## src/mtc_pkg.sv

```systemverilog
`timescale 1ns / 1ps
// ----------------------------------------------------------------------------
// mtc_pkg: shared types and constants for the modulation classifier
// Holds field widths, mode codes, fixed-point thresholds and the FSM type.
// ----------------------------------------------------------------------------
`default_nettype none
package mtc_pkg;

    localparam int FRAC_BITS = 16;
    localparam int ONE = 1 << FRAC_BITS;

    // thresholds rounded to the nearest step, halves away from zero
    localparam logic signed [33:0] Q_0_1    = 34'((ONE + 5) / 10);
    localparam logic signed [33:0] Q_0_3    = 34'((3 * ONE + 5) / 10);
    localparam logic signed [33:0] Q_0_15   = 34'((15 * ONE + 50) / 100);
    localparam logic signed [33:0] Q_0_25   = 34'((ONE + 2) / 4);
    localparam logic signed [33:0] Q_0_5    = 34'((ONE + 1) / 2);
    localparam logic signed [33:0] Q_0_05   = 34'((5 * ONE + 50) / 100);
    localparam logic signed [33:0] Q_0_8    = 34'((8 * ONE + 5) / 10);
    localparam logic signed [33:0] Q_0_6    = 34'((6 * ONE + 5) / 10);
    localparam logic signed [33:0] Q_0_2    = 34'((2 * ONE + 5) / 10);
    localparam logic signed [33:0] Q_0_4    = 34'((4 * ONE + 5) / 10);
    localparam logic signed [33:0] Q_M2     = 34'(-2 * ONE);
    localparam logic signed [33:0] Q_M1     = 34'(-ONE);
    localparam logic signed [33:0] Q_P2     = 34'(2 * ONE);
    localparam logic signed [33:0] Q_M1_5   = 34'(-((3 * ONE + 1) / 2));
    localparam logic signed [33:0] Q_M0_68  = 34'(-((68 * ONE + 50) / 100));
    localparam logic signed [33:0] Q_M0_62  = 34'(-((62 * ONE + 50) / 100));
    localparam logic signed [33:0] Q_M0_5   = 34'(-((ONE + 1) / 2));

    typedef enum logic [4:0] {
        MOD_NONE  = 5'd0,  MOD_CSS   = 5'd1,  MOD_OFDM  = 5'd2,  MOD_FHSS = 5'd3,
        MOD_DSSS  = 5'd4,  MOD_FMWB  = 5'd5,  MOD_FMNB  = 5'd6,  MOD_PM   = 5'd7,
        MOD_USB   = 5'd8,  MOD_LSB   = 5'd9,  MOD_DSBSC = 5'd10, MOD_CW   = 5'd11,
        MOD_DSBLC = 5'd12, MOD_GMSK  = 5'd13, MOD_FSK   = 5'd14, MOD_BPSK = 5'd15,
        MOD_QPSK  = 5'd16, MOD_8PSK  = 5'd17, MOD_PSK   = 5'd18, MOD_QAM16 = 5'd19,
        MOD_QAM64 = 5'd20, MOD_QAM32 = 5'd21
    } mod_code_t;

    typedef enum logic [1:0] {
        REG_SAMPLE_RATE = 2'd0,
        REG_SNR_THRESH  = 2'd1,
        REG_FM_WIDEBAND = 2'd2,
        REG_ENV_LIMIT   = 2'd3
    } reg_index_t;

    typedef enum logic [1:0] {
        LC_NONE = 2'd0,
        LC_NRZ  = 2'd1,
        LC_MANCHESTER = 2'd2
    } lcode_t;

    typedef enum logic [2:0] {
        ST_IDLE,
        ST_DECIDE,
        ST_DIVIDE,
        ST_MULT,
        ST_OUT
    } state_t;

    typedef struct packed {
        logic                classified;
        logic [4:0]          modulation_code;
        logic [6:0]          m_ary;
        logic signed [31:0]  ana_idx;
        logic [1:0]          lcode;
        logic [30:0]         symbol_rate_out;
        logic [30:0]         subcarrier_spacing_hz;
        logic [33:0]         bitrate;
        logic                is_tdma;
        logic                spread_flag;
        logic                is_ofdm;
    } result_t;

    typedef struct packed {
        logic [3:0]         feature_index;
        logic signed [31:0] feature_value;
        logic               last;
    } feature_t;

endpackage
`default_nettype wire

```

## src/mtc_if.sv

```systemverilog
`timescale 1ns / 1ps
// ----------------------------------------------------------------------------
// mtc_if: valid/ready channel
// Carries one payload item with a source and a sink view.
// ----------------------------------------------------------------------------
`default_nettype none
interface mtc_feature_if;
    import mtc_pkg::*;
    logic     valid;
    logic     ready;
    feature_t data;
    modport source (output valid, output data, input ready);
    modport sink (input valid, input data, output ready);
endinterface

interface mtc_result_if;
    import mtc_pkg::*;
    logic    valid;
    logic    ready;
    result_t data;
    modport source (output valid, output data, input ready);
    modport sink (input valid, input data, output ready);
endinterface
`default_nettype wire

```

## src/modulation_type_classifier_top.sv

```systemverilog
`timescale 1ns / 1ps
// ----------------------------------------------------------------------------
// modulation_type_classifier_top: feature-set modulation classifier
// Stores feature words and walks a fixed-priority decision tree per set.
// ----------------------------------------------------------------------------
// Usage:
//   feat carries one feature word per item (index, value, last). Words not
//   marked last are stored at the accepting edge and ready stays high.
//   A word marked last is stored, then the block drops ready and enters the
//   decision state. Unclassified, chirp, spread, analog and OFDM sets with
//   no positive FFT size go from there straight to the output register.
//   Digital sets then pass a multiply state that forms the bit rate. OFDM
//   sets with a positive FFT size run a 31-step restoring divider, one
//   quotient bit a cycle. A stalled result holds the block, ready low, until
//   taken; ready returns the cycle after the result leaves. Words are taken
//   one per cycle while idle; a new set waits until the result has left.
//   Reset clears the store to zeros and the config registers to their
//   defaults. cfg_we/cfg_index/cfg_data write a register; the user must
//   write only when the block is idle; the block itself does not enforce it.
// ----------------------------------------------------------------------------
`default_nettype none
module modulation_type_classifier_top (
    input  wire logic        clk,
    input  wire logic        rst_n,
    input  wire logic        cfg_we,
    input  wire logic [1:0]  cfg_index,
    input  wire logic [30:0] cfg_data,
    mtc_feature_if.sink      feat,
    mtc_result_if.source     res
);
    import mtc_pkg::*;

    logic signed [31:0] store_reg [16];
    logic [30:0]        sample_rate_reg;
    logic signed [23:0] snr_thr_reg;
    logic [30:0]        fm_wb_reg;
    logic [16:0]        env_lim_reg;

    state_t  state_reg, state_next;
    result_t res_reg, res_next;
    logic [30:0] quo_reg, quo_next;
    logic [31:0] rem_reg, rem_next;
    logic [30:0] dvd_reg, dvd_next;
    logic [4:0]  cnt_reg, cnt_next;

    logic accept;
    assign accept = feat.valid && feat.ready;
    assign feat.ready = (state_reg == ST_IDLE);
    assign res.valid = (state_reg == ST_OUT);
    assign res.data = res_reg;

    always_ff @(posedge clk or negedge rst_n)
    begin
        if (!rst_n)
        begin
            for (int i = 0; i < 16; i++)
                store_reg[i] <= '0;
            sample_rate_reg <= 31'd1000000;
            snr_thr_reg <= 24'sd327680;
            fm_wb_reg <= 31'd50000;
            env_lim_reg <= 17'd3277;
        end
        else
        begin
            if (accept)
                store_reg[feat.data.feature_index] <= feat.data.feature_value;
            if (cfg_we)
            begin
                case (reg_index_t'(cfg_index))
                    REG_SAMPLE_RATE: sample_rate_reg <= cfg_data;
                    REG_SNR_THRESH:  snr_thr_reg <= cfg_data[23:0];
                    REG_FM_WIDEBAND: fm_wb_reg <= cfg_data;
                    REG_ENV_LIMIT:   env_lim_reg <= cfg_data[16:0];
                    default: ;
                endcase
            end
        end
    end

    always_ff @(posedge clk or negedge rst_n)
    begin
        if (!rst_n)
            state_reg <= ST_IDLE;
        else
            state_reg <= state_next;
    end

    always_ff @(posedge clk)
    begin
        res_reg <= res_next;
        quo_reg <= quo_next;
        rem_reg <= rem_next;
        dvd_reg <= dvd_next;
        cnt_reg <= cnt_next;
    end

    // feature words, sign-extended to 34 bits for the compares; flags fl stay 32 bits
    logic signed [33:0] snr, env, fmd, bw, ph, fsd, fmn, ami, sym, flat, duty;
    logic signed [33:0] c40, c42, sr, fft;
    logic [31:0] fl;
    assign snr  = 34'(store_reg[0]);
    assign env  = 34'(store_reg[1]);
    assign fmd  = 34'(store_reg[2]);
    assign bw   = 34'(store_reg[3]);
    assign ph   = 34'(store_reg[4]);
    assign fsd  = 34'(store_reg[5]);
    assign fmn  = 34'(store_reg[6]);
    assign ami  = 34'(store_reg[7]);
    assign sym  = 34'(store_reg[8]);
    assign flat = 34'(store_reg[9]);
    assign duty = 34'(store_reg[10]);
    assign c40  = 34'(store_reg[11]);
    assign c42  = 34'(store_reg[12]);
    assign sr   = 34'(store_reg[13]);
    assign fft  = 34'(store_reg[14]);
    assign fl   = store_reg[15];

    // unsigned registers as positive signed values for signed compares
    logic signed [33:0] fm_wb_s, env_lim_s;
    assign fm_wb_s   = $signed({3'b0, fm_wb_reg});
    assign env_lim_s = $signed({17'b0, env_lim_reg});

    function automatic logic signed [33:0] abs34(input logic signed [33:0] a);
        return a < 0 ? -a : a;
    endfunction

    function automatic logic near(input logic signed [33:0] x,
                                  input logic signed [33:0] c,
                                  input logic signed [33:0] m);
        return abs34(x - c) < m;
    endfunction

    // 38-bit products keep 10*bw and 18*sr exact
    logic signed [37:0] bw38, sr38, fmd38, fsd38;
    assign bw38  = 38'(bw);
    assign sr38  = 38'(sr);
    assign fmd38 = 38'(fmd);
    assign fsd38 = 38'(fsd);

    logic fm_like, pm_like, am_like;
    assign fm_like = (fmd38 * 38'sd10 > bw38) && (env < Q_0_1);
    assign pm_like = (ph > Q_0_3) && (env < Q_0_15) && (fsd38 * 38'sd10 < bw38);
    assign am_like = (env > Q_0_25) && (fmd38 * 38'sd4 < bw38);

    logic [1:0] log2m;
    logic [31:0] div_trial;
    assign div_trial = {rem_reg[30:0], dvd_reg[30]} - 32'(fft[30:0]);

    always_comb
    begin
        mod_code_t code;
        logic [6:0] m;
        state_next = state_reg;
        res_next = res_reg;
        quo_next = quo_reg;
        rem_next = rem_reg;
        dvd_next = dvd_reg;
        cnt_next = cnt_reg;
        code = MOD_NONE;
        m = '0;
        log2m = '0;
        case (state_reg)
            ST_IDLE:
            begin
                if (accept && feat.data.last)
                    state_next = ST_DECIDE;
            end
            ST_DECIDE:
            begin
                res_next = '0;
                res_next.classified = 1'b1;
                res_next.is_tdma = fl[0] && fl[5];
                res_next.spread_flag = fl[3] || fl[4];
                res_next.symbol_rate_out = sr > 0 ? sr[30:0] : '0;
                state_next = ST_OUT;
                if (snr < 34'(snr_thr_reg))
                    res_next.classified = 1'b0;
                else if (fl[1])
                begin
                    res_next.modulation_code = MOD_CSS;
                    res_next.m_ary = 7'd2;
                end
                else if (fl[2])
                begin
                    res_next.modulation_code = MOD_OFDM;
                    res_next.is_ofdm = 1'b1;
                    if (fft > 0)
                    begin
                        dvd_next = sample_rate_reg;
                        rem_next = '0;
                        quo_next = '0;
                        cnt_next = '0;
                        state_next = ST_DIVIDE;
                    end
                end
                else if (fl[3])
                    res_next.modulation_code = MOD_FHSS;
                else if (fl[4])
                    res_next.modulation_code = MOD_DSSS;
                else if (am_like || fm_like || pm_like)
                begin
                    if (fm_like)
                    begin
                        res_next.ana_idx = fmd[31:0];
                        res_next.modulation_code = (fmd > fm_wb_s) ? MOD_FMWB : MOD_FMNB;
                    end
                    else if (pm_like)
                    begin
                        res_next.ana_idx = ph[31:0];
                        res_next.modulation_code = MOD_PM;
                    end
                    else
                    begin
                        res_next.ana_idx = ami[31:0];
                        if (ami > Q_0_1 && sym < Q_0_5)
                            res_next.modulation_code = fmn > 0 ? MOD_USB : MOD_LSB;
                        else if (ami < Q_0_05 && env > Q_0_25)
                            res_next.modulation_code = MOD_DSBSC;
                        else if (flat > Q_0_8 || (fl[0] && duty < Q_0_6))
                        begin
                            res_next.ana_idx = '0;
                            res_next.modulation_code = MOD_CW;
                        end
                        else
                            res_next.modulation_code = MOD_DSBLC;
                    end
                end
                else
                begin
                    if (env < env_lim_s)
                    begin
                        if (flat < Q_0_2)
                        begin
                            code = MOD_GMSK;
                            m = 7'd2;
                        end
                        else if (near(c42, Q_M2, Q_0_5) && abs34(c40) < Q_0_3)
                        begin
                            code = MOD_FSK;
                            m = 7'd2;
                        end
                        else if (near(c40, Q_M2, Q_0_4) && c42 < Q_M1_5)
                        begin
                            code = MOD_BPSK;
                            m = 7'd2;
                        end
                        else if (near(c40, Q_M2, Q_0_5) && near(c42, Q_M1, Q_0_6))
                        begin
                            code = MOD_QPSK;
                            m = 7'd4;
                        end
                        else if (abs34(c40) < Q_0_4 && near(c42, Q_M1, Q_0_4))
                        begin
                            code = MOD_8PSK;
                            m = 7'd8;
                        end
                        else
                        begin
                            code = MOD_PSK;
                            m = 7'd2;
                        end
                    end
                    else
                    begin
                        if (near(c40, Q_M0_68, Q_0_2) && near(c42, Q_M0_68, Q_0_2))
                        begin
                            code = MOD_QAM16;
                            m = 7'd16;
                        end
                        else if (near(c40, Q_M0_62, Q_0_15) && near(c42, Q_M0_62, Q_0_15))
                        begin
                            code = MOD_QAM64;
                            m = 7'd64;
                        end
                        else if (near(c40, Q_M0_5, Q_0_2) && near(c42, Q_M0_5, Q_0_2))
                        begin
                            code = MOD_QAM32;
                            m = 7'd32;
                        end
                        else if (near(c40, Q_M2, Q_0_3) && near(c42, Q_P2, Q_0_3))
                        begin
                            code = MOD_BPSK;
                            m = 7'd2;
                        end
                        else if (near(c40, Q_M2, Q_0_4) && abs34(c42) < Q_0_2)
                        begin
                            code = MOD_QPSK;
                            m = 7'd4;
                        end
                        else
                        begin
                            code = MOD_QAM16;
                            m = 7'd16;
                        end
                    end
                    res_next.modulation_code = code;
                    res_next.m_ary = m;
                    if (code == MOD_GMSK || code == MOD_FSK)
                    begin
                        res_next.lcode = LC_NRZ;
                        if (bw > 0 && sr > 0 && bw38 * 38'sd10 > sr38 * 38'sd18
                            && bw38 * 38'sd2 < sr38 * 38'sd5)
                            res_next.lcode = LC_MANCHESTER;
                    end
                    state_next = ST_MULT;
                end
            end
            ST_DIVIDE:
            begin
                // restoring divide, one quotient bit a cycle
                dvd_next = {dvd_reg[29:0], 1'b0};
                if (!div_trial[31])
                begin
                    rem_next = div_trial;
                    quo_next = {quo_reg[29:0], 1'b1};
                end
                else
                begin
                    rem_next = {rem_reg[30:0], dvd_reg[30]};
                    quo_next = {quo_reg[29:0], 1'b0};
                end
                cnt_next = cnt_reg + 5'd1;
                if (cnt_reg == 5'd30)
                begin
                    res_next.symbol_rate_out = quo_next;
                    res_next.subcarrier_spacing_hz = quo_next;
                    state_next = ST_OUT;
                end
            end
            ST_MULT:
            begin
                case (res_reg.m_ary)
                    7'd2:  log2m = 2'd1;
                    7'd4:  log2m = 2'd2;
                    7'd8:  log2m = 2'd3;
                    default: log2m = 2'd0;
                endcase
                // orders 16 to 64: log2 is 4 to 6, order 16 done with the shift form
                case (res_reg.m_ary)
                    7'd16: res_next.bitrate = {1'b0, res_reg.symbol_rate_out, 2'b0};
                    7'd32: res_next.bitrate = 34'(res_reg.symbol_rate_out) * 34'd5;
                    7'd64: res_next.bitrate = 34'(res_reg.symbol_rate_out) * 34'd6;
                    default: res_next.bitrate =
                        34'(res_reg.symbol_rate_out) * 34'(log2m);
                endcase
                state_next = ST_OUT;
            end
            ST_OUT:
            begin
                if (res.ready)
                    state_next = ST_IDLE;
            end
            default: state_next = ST_IDLE;
        endcase
    end

endmodule
`default_nettype wire

```

## src/flat_wrapper.sv

```systemverilog
// flat-port wrapper written by rule: the top's interface ports become plain ports
module modulation_type_classifier_top_flat import mtc_pkg::*;
  (clk, rst_n, cfg_we, cfg_index, cfg_data, feat_valid, feat_data, feat_ready, res_valid, res_data, res_ready);
  mtc_feature_if feat_i ();
  mtc_result_if res_i ();
  input  wire logic clk;
  input  wire logic rst_n;
  input  wire logic cfg_we;
  input  wire logic [1:0] cfg_index;
  input  wire logic [30:0] cfg_data;
  input wire logic [$bits(feat_i.valid)-1:0] feat_valid;
  input wire logic [$bits(feat_i.data)-1:0] feat_data;
  output wire logic [$bits(feat_i.ready)-1:0] feat_ready;
  output wire logic [$bits(res_i.valid)-1:0] res_valid;
  output wire logic [$bits(res_i.data)-1:0] res_data;
  input wire logic [$bits(res_i.ready)-1:0] res_ready;
  assign feat_i.valid = feat_valid;
  assign feat_i.data = feat_data;
  assign feat_ready = feat_i.ready;
  assign res_valid = res_i.valid;
  assign res_data = res_i.data;
  assign res_i.ready = res_ready;
  modulation_type_classifier_top u_core (.clk(clk), .rst_n(rst_n), .cfg_we(cfg_we), .cfg_index(cfg_index), .cfg_data(cfg_data), .feat(feat_i), .res(res_i));
endmodule
```

## config.mk

```make
export PLATFORM = sky130hd
export DESIGN_NAME = modulation_type_classifier_top_flat
export DESIGN_NICKNAME = d
export VERILOG_FILES = /design/src/mtc_pkg.sv /design/src/mtc_if.sv /design/src/modulation_type_classifier_top.sv /design/src/flat_wrapper.sv
export SDC_FILE = /design/constraint.sdc
export NUM_CORES = 2
export LEC_CHECK = 0
export BUFFER_PORTS_ARGS = -buffer_cell sky130_fd_sc_hd__buf_2
export CORE_UTILIZATION = 30
export DETAILED_ROUTE_END_ITERATION = 7
export GPL_ROUTABILITY_DRIVEN = 0
export HOLD_SLACK_MARGIN = 0.06
export PLACE_DENSITY = 0.45
export SYNTH_ARGS = -nofsm -noshare
export SYNTH_HDL_FRONTEND = slang
export SYNTH_SLANG_ARGS = --single-unit
export TNS_END_PERCENT = 20
```

## constraint.sdc

```tcl
create_clock -name clk -period 9.4 [get_ports clk]
set_input_delay 0.47 -clock clk [delete_from_list [all_inputs] [get_ports clk]]
set_output_delay 0.47 -clock clk [all_outputs]
set_load 0.01 [all_outputs]
```

* After elaboration in Yosys (flattened, before gate mapping)
Cells that the tools add are included.
** Storage, ports and cells
- Register bits after elaboration :: 861
- Output and inout port bits :: 148
- Word-level logic and storage cells :: 307
** Operators by class
- Add/subtract/negate cells :: 24
- Multiply operators :: 8
- Order comparisons :: 53
- Equal/unequal tests :: 23
- Muxes and demuxes :: 111
- Bitwise operators :: 3
- Reductions and logical operators :: 45
** Operators with widths (number)
- bitwise mux 512 bit :: 1
- two-way mux 34 bit :: 12
- < comparator 34 x 1 -> 1 bit (second input constant) :: 10
- negation 34 bit :: 10
- two-way mux 31 bit :: 10
- < comparator 34 x 15 -> 1 bit (second input constant) :: 7
- two-way mux 32 bit :: 7
- < comparator 34 x 16 -> 1 bit (second input constant) :: 6
- subtractor 32 x 17 -> 33 bit (second input constant) :: 5
- multiplier 32 x 4 -> 36 bit (second input constant) :: 4
- demux 32 bit (select 4 bit) :: 1
- > comparator 32 x 1 -> 1 bit (second input constant) :: 4
- two-way mux 5 bit :: 25
- one-hot mux 31 bit (2 select lines) :: 2
- one-hot mux 62 bit (2 select lines) :: 1
- two-way mux 41 bit :: 3
- two-way mux 30 bit :: 4
- < comparator 34 x 17 -> 1 bit (second input constant) :: 3
- one-hot mux 34 bit (3 select lines) :: 1
- two-way mux 7 bit :: 10
- negation 32 -> 34 bit :: 2
- one-hot mux 34 bit (2 select lines) :: 1
- subtractor 32 x 16 -> 33 bit (second input constant) :: 2
- subtractor 32 x 18 -> 33 bit (second input constant) :: 2
- 66 further kinds :: 134

* Logic depth before layout (Yosys ltp)
- Depth in word-level cells :: 26
- Depth in mapped cells :: 32
- Gate-level depth less buffers :: 32

* Worst setup path before layout
No wires, ideal clock.
- Path kind :: flip-flop to flip-flop
- Start point :: register u_core.store_reg, in the netlist u_core.fmd[1]
- End point :: register u_core.res_reg, in the netlist u_core.res.data[100], data pin
- Library setup time :: 0.203 ns
- Arrival time :: 6.625 ns
- Required time :: 9.197 ns
- Setup slack :: 2.572 ns
- Cell stages (with the launch flop) :: 31
- Path buffers :: 1
- Clock period less this slack :: 6.828 ns
- Path through :: dfrtp_1 ha_1 ha_1 inv_1 fa_1 nor2b_1 o31ai_1 a211oi_1 o311a_1 o2111ai_1 and3_1 o31ai_1 o41ai_1 o21ai_0 or4_1 nand3_1 a21boi_0 o21a_1 xor2_1 ha_1 nand2_1 or3_1 nor4_1 inv_1 nor3_1 a2111oi_0 mux2i_1 nand3b_1 or2_2 buf_1 a2111oi_1
** On the way
- Longest elaborated chain between the ends :: 6
- Elaborated cells on any way between the ends :: 8
- Those cells by class :: mul (1); order compare (2); reduce/logical (5)
** Ends and longest elaborated chain
- from (decl) :: line modulation_type_classifier_top.sv:33 : logic signed [31:0] store_reg [16];
- from (signal, indexed assignment) :: line modulation_type_classifier_top.sv:66 : store_reg[feat.data.feature_index] <= feat.data.feature_value;
- multiplier 32 x 4 -> 36 bit :: line modulation_type_classifier_top.sv:141 : assign fm_like = (fmd38 * 38'sd10 > bw38) && (env < Q_0_1);
- > comparator 37 x 32 -> 1 bit :: line modulation_type_classifier_top.sv:141
- logical AND 1 bit :: line modulation_type_classifier_top.sv:141
- logical OR 1 bit * (2 in a row) :: line modulation_type_classifier_top.sv:200 : else if (am_like || fm_like || pm_like)
- OR reduction 7 bit (no source line) *
- to (signal assigned) :: line modulation_type_classifier_top.sv:90 : res_reg <= res_next;
- to (decl) :: line modulation_type_classifier_top.sv:40 : result_t res_reg, res_next;
Mark *: on every way between the ends. The rest lies on a longest branch, timed or not.
A chain may end at the register's enable or synchronous reset.

* Worst setup path in the final report
- Start point :: register u_core.store_reg, in the netlist u_core.fmd[1]
- End point :: register u_core.res_reg, in the netlist u_core.res.data[140], data pin
** On the way
- Longest elaborated chain between the ends :: 10
- Elaborated cells on any way between the ends :: 15
- Those cells by class :: mul (1); order compare (3); mux (7); reduce/logical (4)
** Ends and longest elaborated chain
- multiplier 32 x 4 -> 36 bit :: line modulation_type_classifier_top.sv:141
- > comparator 37 x 32 -> 1 bit :: line modulation_type_classifier_top.sv:141
- logical AND 1 bit :: line modulation_type_classifier_top.sv:141
- logical OR 1 bit (2 in a row) :: line modulation_type_classifier_top.sv:200
- two-way mux 5 bit * :: line modulation_type_classifier_top.sv:200
- two-way mux 3 bit * :: line modulation_type_classifier_top.sv:198 : else if (fl[4])
- two-way mux 2 bit * :: line modulation_type_classifier_top.sv:196 : else if (fl[3])
- two-way mux 2 bit * :: line modulation_type_classifier_top.sv:183 : else if (fl[2])
- two-way mux 8 bit * :: line modulation_type_classifier_top.sv:178 : else if (fl[1])
Marked as above.

==> out/qor_table.md <==
| Step | Item | This run |
|:---|:---|:---|
| status | Result of the run | finished clean |
| drt | Antenna viol nets, final | 0 |
| cts | Clk sink count | 818 |
| synthesis | Share of synthesized registers carrying an async set or reset | 70.4% |
| power | Power per unit of standard cell area | 386 nW/um^2 |
| placement | Input/output buffers | 221 |
| cts | Buffer depth of the longest clock path | 3 |
| layout | Share of post-route cells with drive strength above 1 | 15.6% |
| drt | Ratio of routed vias to standard cells | 5.67 |
| setup path | Worst r2r dst | u_core.res.data[140]$_SDFFCE_PN0P_ |
| sta | Setup violations, final | 0 |
| worst hold path | Min-Delay Path Class | in -> reg |
| global routing | GRT Total Usage | 21.7% |
| setup path | Worst reg2reg setup slack | 1.00 ns |
| cts | Clock H-tree levels | 3 |
| setup path | Dominant cell type by count on the critical path | sky130_fd_sc_hd__ha_1 |
| layout | End-of-flow core utilization | 33.8% |
| global routing | Vias in the first global route | 58900 |
| power | Leakage power summed over all cells | 33.3 nW |
| drt | Via count | 61200 |
| placement | Dpl hpwl | 191 mm |
| drt | Length of the first detailed-routing pass in iterations | 7 |
| layout | Layout Nets | 8499 |
| die | Number of placed I/O pins | 223 |
| synthesis | Post-synthesis average cell area | 9.17 um^2 |
| synthesis | Count of flip-flops with a built-in enable after synthesis | 242 |
| synthesis | Synthesized instance count | 7575 |
| sta | Actual transition at the worst max-transition pin | 1.14 ns |
| flow run | Number of max-cap violations | 0 |
| drt | Post-Route WL | 261 mm |
| setup path | Critical path class | reg -> reg |
| setup path | Longest individual stage delay on the worst path | 0.58 ns |
| die | Die X | 483 um |
| cts | Post-CTS setup-driven buffer insertion count | 0 |
| sta | Post-route minimum period | 8.40 ns |
| sta | Final number of max-transition violations | 0 |
| drt | Wire per inst | 24.2 um |
| cts | Source-to-sink clock delay at the later pin of the worst-skew pair | 0.77 ns |
| sta | Final cycle utilization of the critical path | 89.3% |
| layout | Area growth from synthesis to layout | 11.9% |
| synthesis | Number of synthesized register bits | 818 |
| cts | Root buffer cell | sky130_fd_sc_hd__clkbuf_16 |
| die | Area of the core | 230000 um^2 |
| global routing | First-pass GRT wire length | 389 mm |
| synthesis | Seq/Total Area, Yosys | 31.2% |
| setup path | Cell with the biggest individual delay on the critical path | sky130_fd_sc_hd__mux2i_4 |
| power | IR Drop Worst-Case VDD | 0.187 mV |
| die | Number of placement rows | 176 |
| sta | Post-route setup TNS | 0 ns |
| layout | Number of filler instances in the final layout | 23600 |
| placement | Cells after DPL | 10600 |
| global routing | Total grt overflow | 0 |
| layout | Most common cell after layout, fill and taps aside | sky130_fd_sc_hd__ha_1 |
| worst hold path | Number of cells on the worst hold path | 2 |
| global routing | Maximum number of pins on one net before global-route repair | 135 |
| cts | Clock slew at reported path FFs | 0.06 ns |
| layout | Top library cells by usage in the layout, fill and taps aside | sky130_fd_sc_hd__ha_1 (743), sky130_fd_sc_hd__dfrtp_1 (553), sky130_fd_sc_hd__nand2_1 (544) |
| layout | Multi-input logic area | 45300 um^2 |
| global routing | Initial antenna violation count | 37 |
| sta | Final hold violation count | 0 |
| setup path | Largest fanout on the critical path | 28 |
| cts | Clock tree from TritonCTS | yes |
| cts | TritonCTS Buffers | 97 |
| worst hold path | Endpoint of the worst hold path | u_core.fm_wb_reg[16]$_DFFE_PN0P_ |
| setup path | Depth of the worst register-to-register path | 30 |
| drt | Violation count after the first detailed-route iteration | 4955 |
| setup path | Worst r2r src | u_core.fmd[1]$_DFFE_PN0P_ |
| layout | Register area | 21700 um^2 |
| sta | Normalized max-slew margin | 23.0% |
| sta | Fmax | 119 MHz |
| setup path | Kind of end point of the critical path | register |
| setup path | Startpoint types | register |
| drt | Remaining DRCs | 0 |
| synthesis | Area of the mapped netlist | 69500 um^2 |
| layout | Max reg flops | 145 |
| die | Die Outline Area | 234000 um^2 |
| die | Starting Density | 30.2% |
| synthesis | Synthesized Nets | 8402 |
| sta | Unrepaired setup endpoints after global routing | false |
| die | Vertical die dimension | 483 um |
| synthesis | Count of different cell masters after synthesis | 117 |
| worst hold path | Startpoint of the lowest-slack hold path | cfg_data[16] |
| setup path | Critical path arrival | 8.98 ns |
| synthesis | Synth warnings | 0 |
| synthesis | Leading register cell type out of synthesis | sky130_fd_sc_hd__dfrtp_1 |
| setup path | CP Data Required Time | 9.99 ns |
| sta | Clk_skew | 0.0799 ns |
| layout | Non-filler cells in the finished layout | 10800 |
-- metrics by stage --
stage               worst slack, ns  hold WS [ns]  power, W  instance area (um^2)
CTS                           0.956        0.0651    0.0299                 77700
global route                  0.220        0.0767    0.0325                 77700
global placement               1.20         0.482    0.0255                 74000
floorplan                      2.57         0.174    0.0200                 69500
detailed placement             1.01         0.491    0.0257                 74000
finish                         1.00        0.0999    0.0300                 77700
-- timing repair --
action / CTS / global route
hold buffers: 27 / 0
hold endpoints to repair: 133 / 0
resized for setup: 0 / 0
-- power breakdown --
part | switching [W] | internal, W
Sequential | 0.00152 | 0.00510
Combinational | 0.0115 | 0.00775
Clock | 0.00172 | 0.00233
-- metal layers --
metal	part of all wire, %	track usage (%)	vias to the layer above
li1	-	-	28600
met1	47	30.9	30200
met2	44	34.0	2029
met3	6.1	2.76	352
met4	3.2	6.44	8
met5	0.022	0	-
-- critical path: cells and delay by family (launching register included) --
family	cells	cell delay [ns]
AOI/OAI and AO/OA	12	3.05
xor gates and xnor gates	1	0.14
adders and majority gates	4	1.09
buffers and inverters	3	0.58
DFF	1	0.46
muxes	1	0.58
and+or+nand+nor	9	2.30
-- final cells by class --
class | instances | area share (%)
Sequential cell | 818 | 27.9
Multi-Input combinational cell | 6072 | 58.2
Inverter | 311 | 1.50
Tap cell | 3026 | 4.87
Clock buffer | 135 | 3.63
Antenna cell | 9 | 0.0290
Clock inverter | 49 | 0.800
Timing Repair Buffer | 372 | 3.01
-- synthesized netlist by cell type, types with 28 or more instances --
library cell,count,area [um^2]
sky130_fd_sc_hd__nand2_1,548,2060
sky130_fd_sc_hd__xor2_1,145,1270
sky130_fd_sc_hd__nor3b_1,49,368
sky130_fd_sc_hd__nor2_1,453,1700
sky130_fd_sc_hd__a21o_1,185,1390
sky130_fd_sc_hd__or2_2,48,300
sky130_fd_sc_hd__o21bai_1,32,240
sky130_fd_sc_hd__clkbuf_1,274,1030
sky130_fd_sc_hd__o31ai_1,45,338
sky130_fd_sc_hd__a211oi_1,92,691
sky130_fd_sc_hd__nand2b_1,92,576
sky130_fd_sc_hd__a31oi_1,99,619
sky130_fd_sc_hd__nor2b_1,81,507
sky130_fd_sc_hd__mux2_2,532,5990
sky130_fd_sc_hd__inv_1,300,1130
sky130_fd_sc_hd__buf_1,67,251
sky130_fd_sc_hd__nor4_1,132,826
sky130_fd_sc_hd__a21oi_1,416,2080
sky130_fd_sc_hd__o21a_1,78,586
sky130_fd_sc_hd__nor3_1,221,1110
sky130_fd_sc_hd__or3_1,78,488
sky130_fd_sc_hd__o21ai_0,365,1830
sky130_fd_sc_hd__nand4_1,147,920
sky130_fd_sc_hd__dfrtp_1,554,13900
sky130_fd_sc_hd__o211ai_1,55,413
sky130_fd_sc_hd__and2_1,121,757
sky130_fd_sc_hd__xnor2_1,305,2670
sky130_fd_sc_hd__and3_1,104,651
sky130_fd_sc_hd__edfxtp_1,242,7270
sky130_fd_sc_hd__a2111oi_0,28,245
sky130_fd_sc_hd__buf_2,29,145
sky130_fd_sc_hd__ha_1,743,9300
sky130_fd_sc_hd__or4_1,37,278
sky130_fd_sc_hd__nand3_1,220,1100
sky130_fd_sc_hd__mux2i_1,62,621
-- how the worst max path moves through the flow --
| stage | end | slack (ns) | startpoint |
|---|---|---|---|
| 6_report | u_core.res.data[140]$_SDFFCE_PN0P_ | 1.00 | u_core.fmd[1]$_DFFE_PN0P_ |
| 5_1_grt | u_core.res.data[140]$_SDFFCE_PN0P_ | 0.22 | u_core.fmd[1]$_DFFE_PN0P_ |
| 4_1_cts | u_core.res.data[140]$_SDFFCE_PN0P_ | 0.96 | u_core.fmd[1]$_DFFE_PN0P_ |
| 3_5_place_dp | u_core.res.data[140]$_SDFFCE_PN0P_ | 1.01 | u_core.fmd[1]$_DFFE_PN0P_ |
| 3_3_place_gp | u_core.res.data[140]$_SDFFCE_PN0P_ | 1.20 | u_core.fmd[1]$_DFFE_PN0P_ |
| 2_1_floorplan | u_core.res.data[100]$_SDFFCE_PP0P_ | 2.57 | u_core.fmd[1]$_DFFE_PN0P_ |
-- logic make-up (layout without fill, tap and decap cells) --
kind of cell | count (synthesis) | count (layout) | synth area share (%)
other cells | 1 | 10 | 0.00540
buf+inv | 685 | 867 | 3.78
simple gates | 2446 | 2446 | 18.3
mux | 595 | 595 | 9.53
fa+ha+maj | 752 | 752 | 13.6
compound gates | 1825 | 1825 | 17.7
xor+xnor | 453 | 453 | 5.76
flops | 818 | 818 | 31.2
No activity file was read; power rests on OpenSTA's default activity.
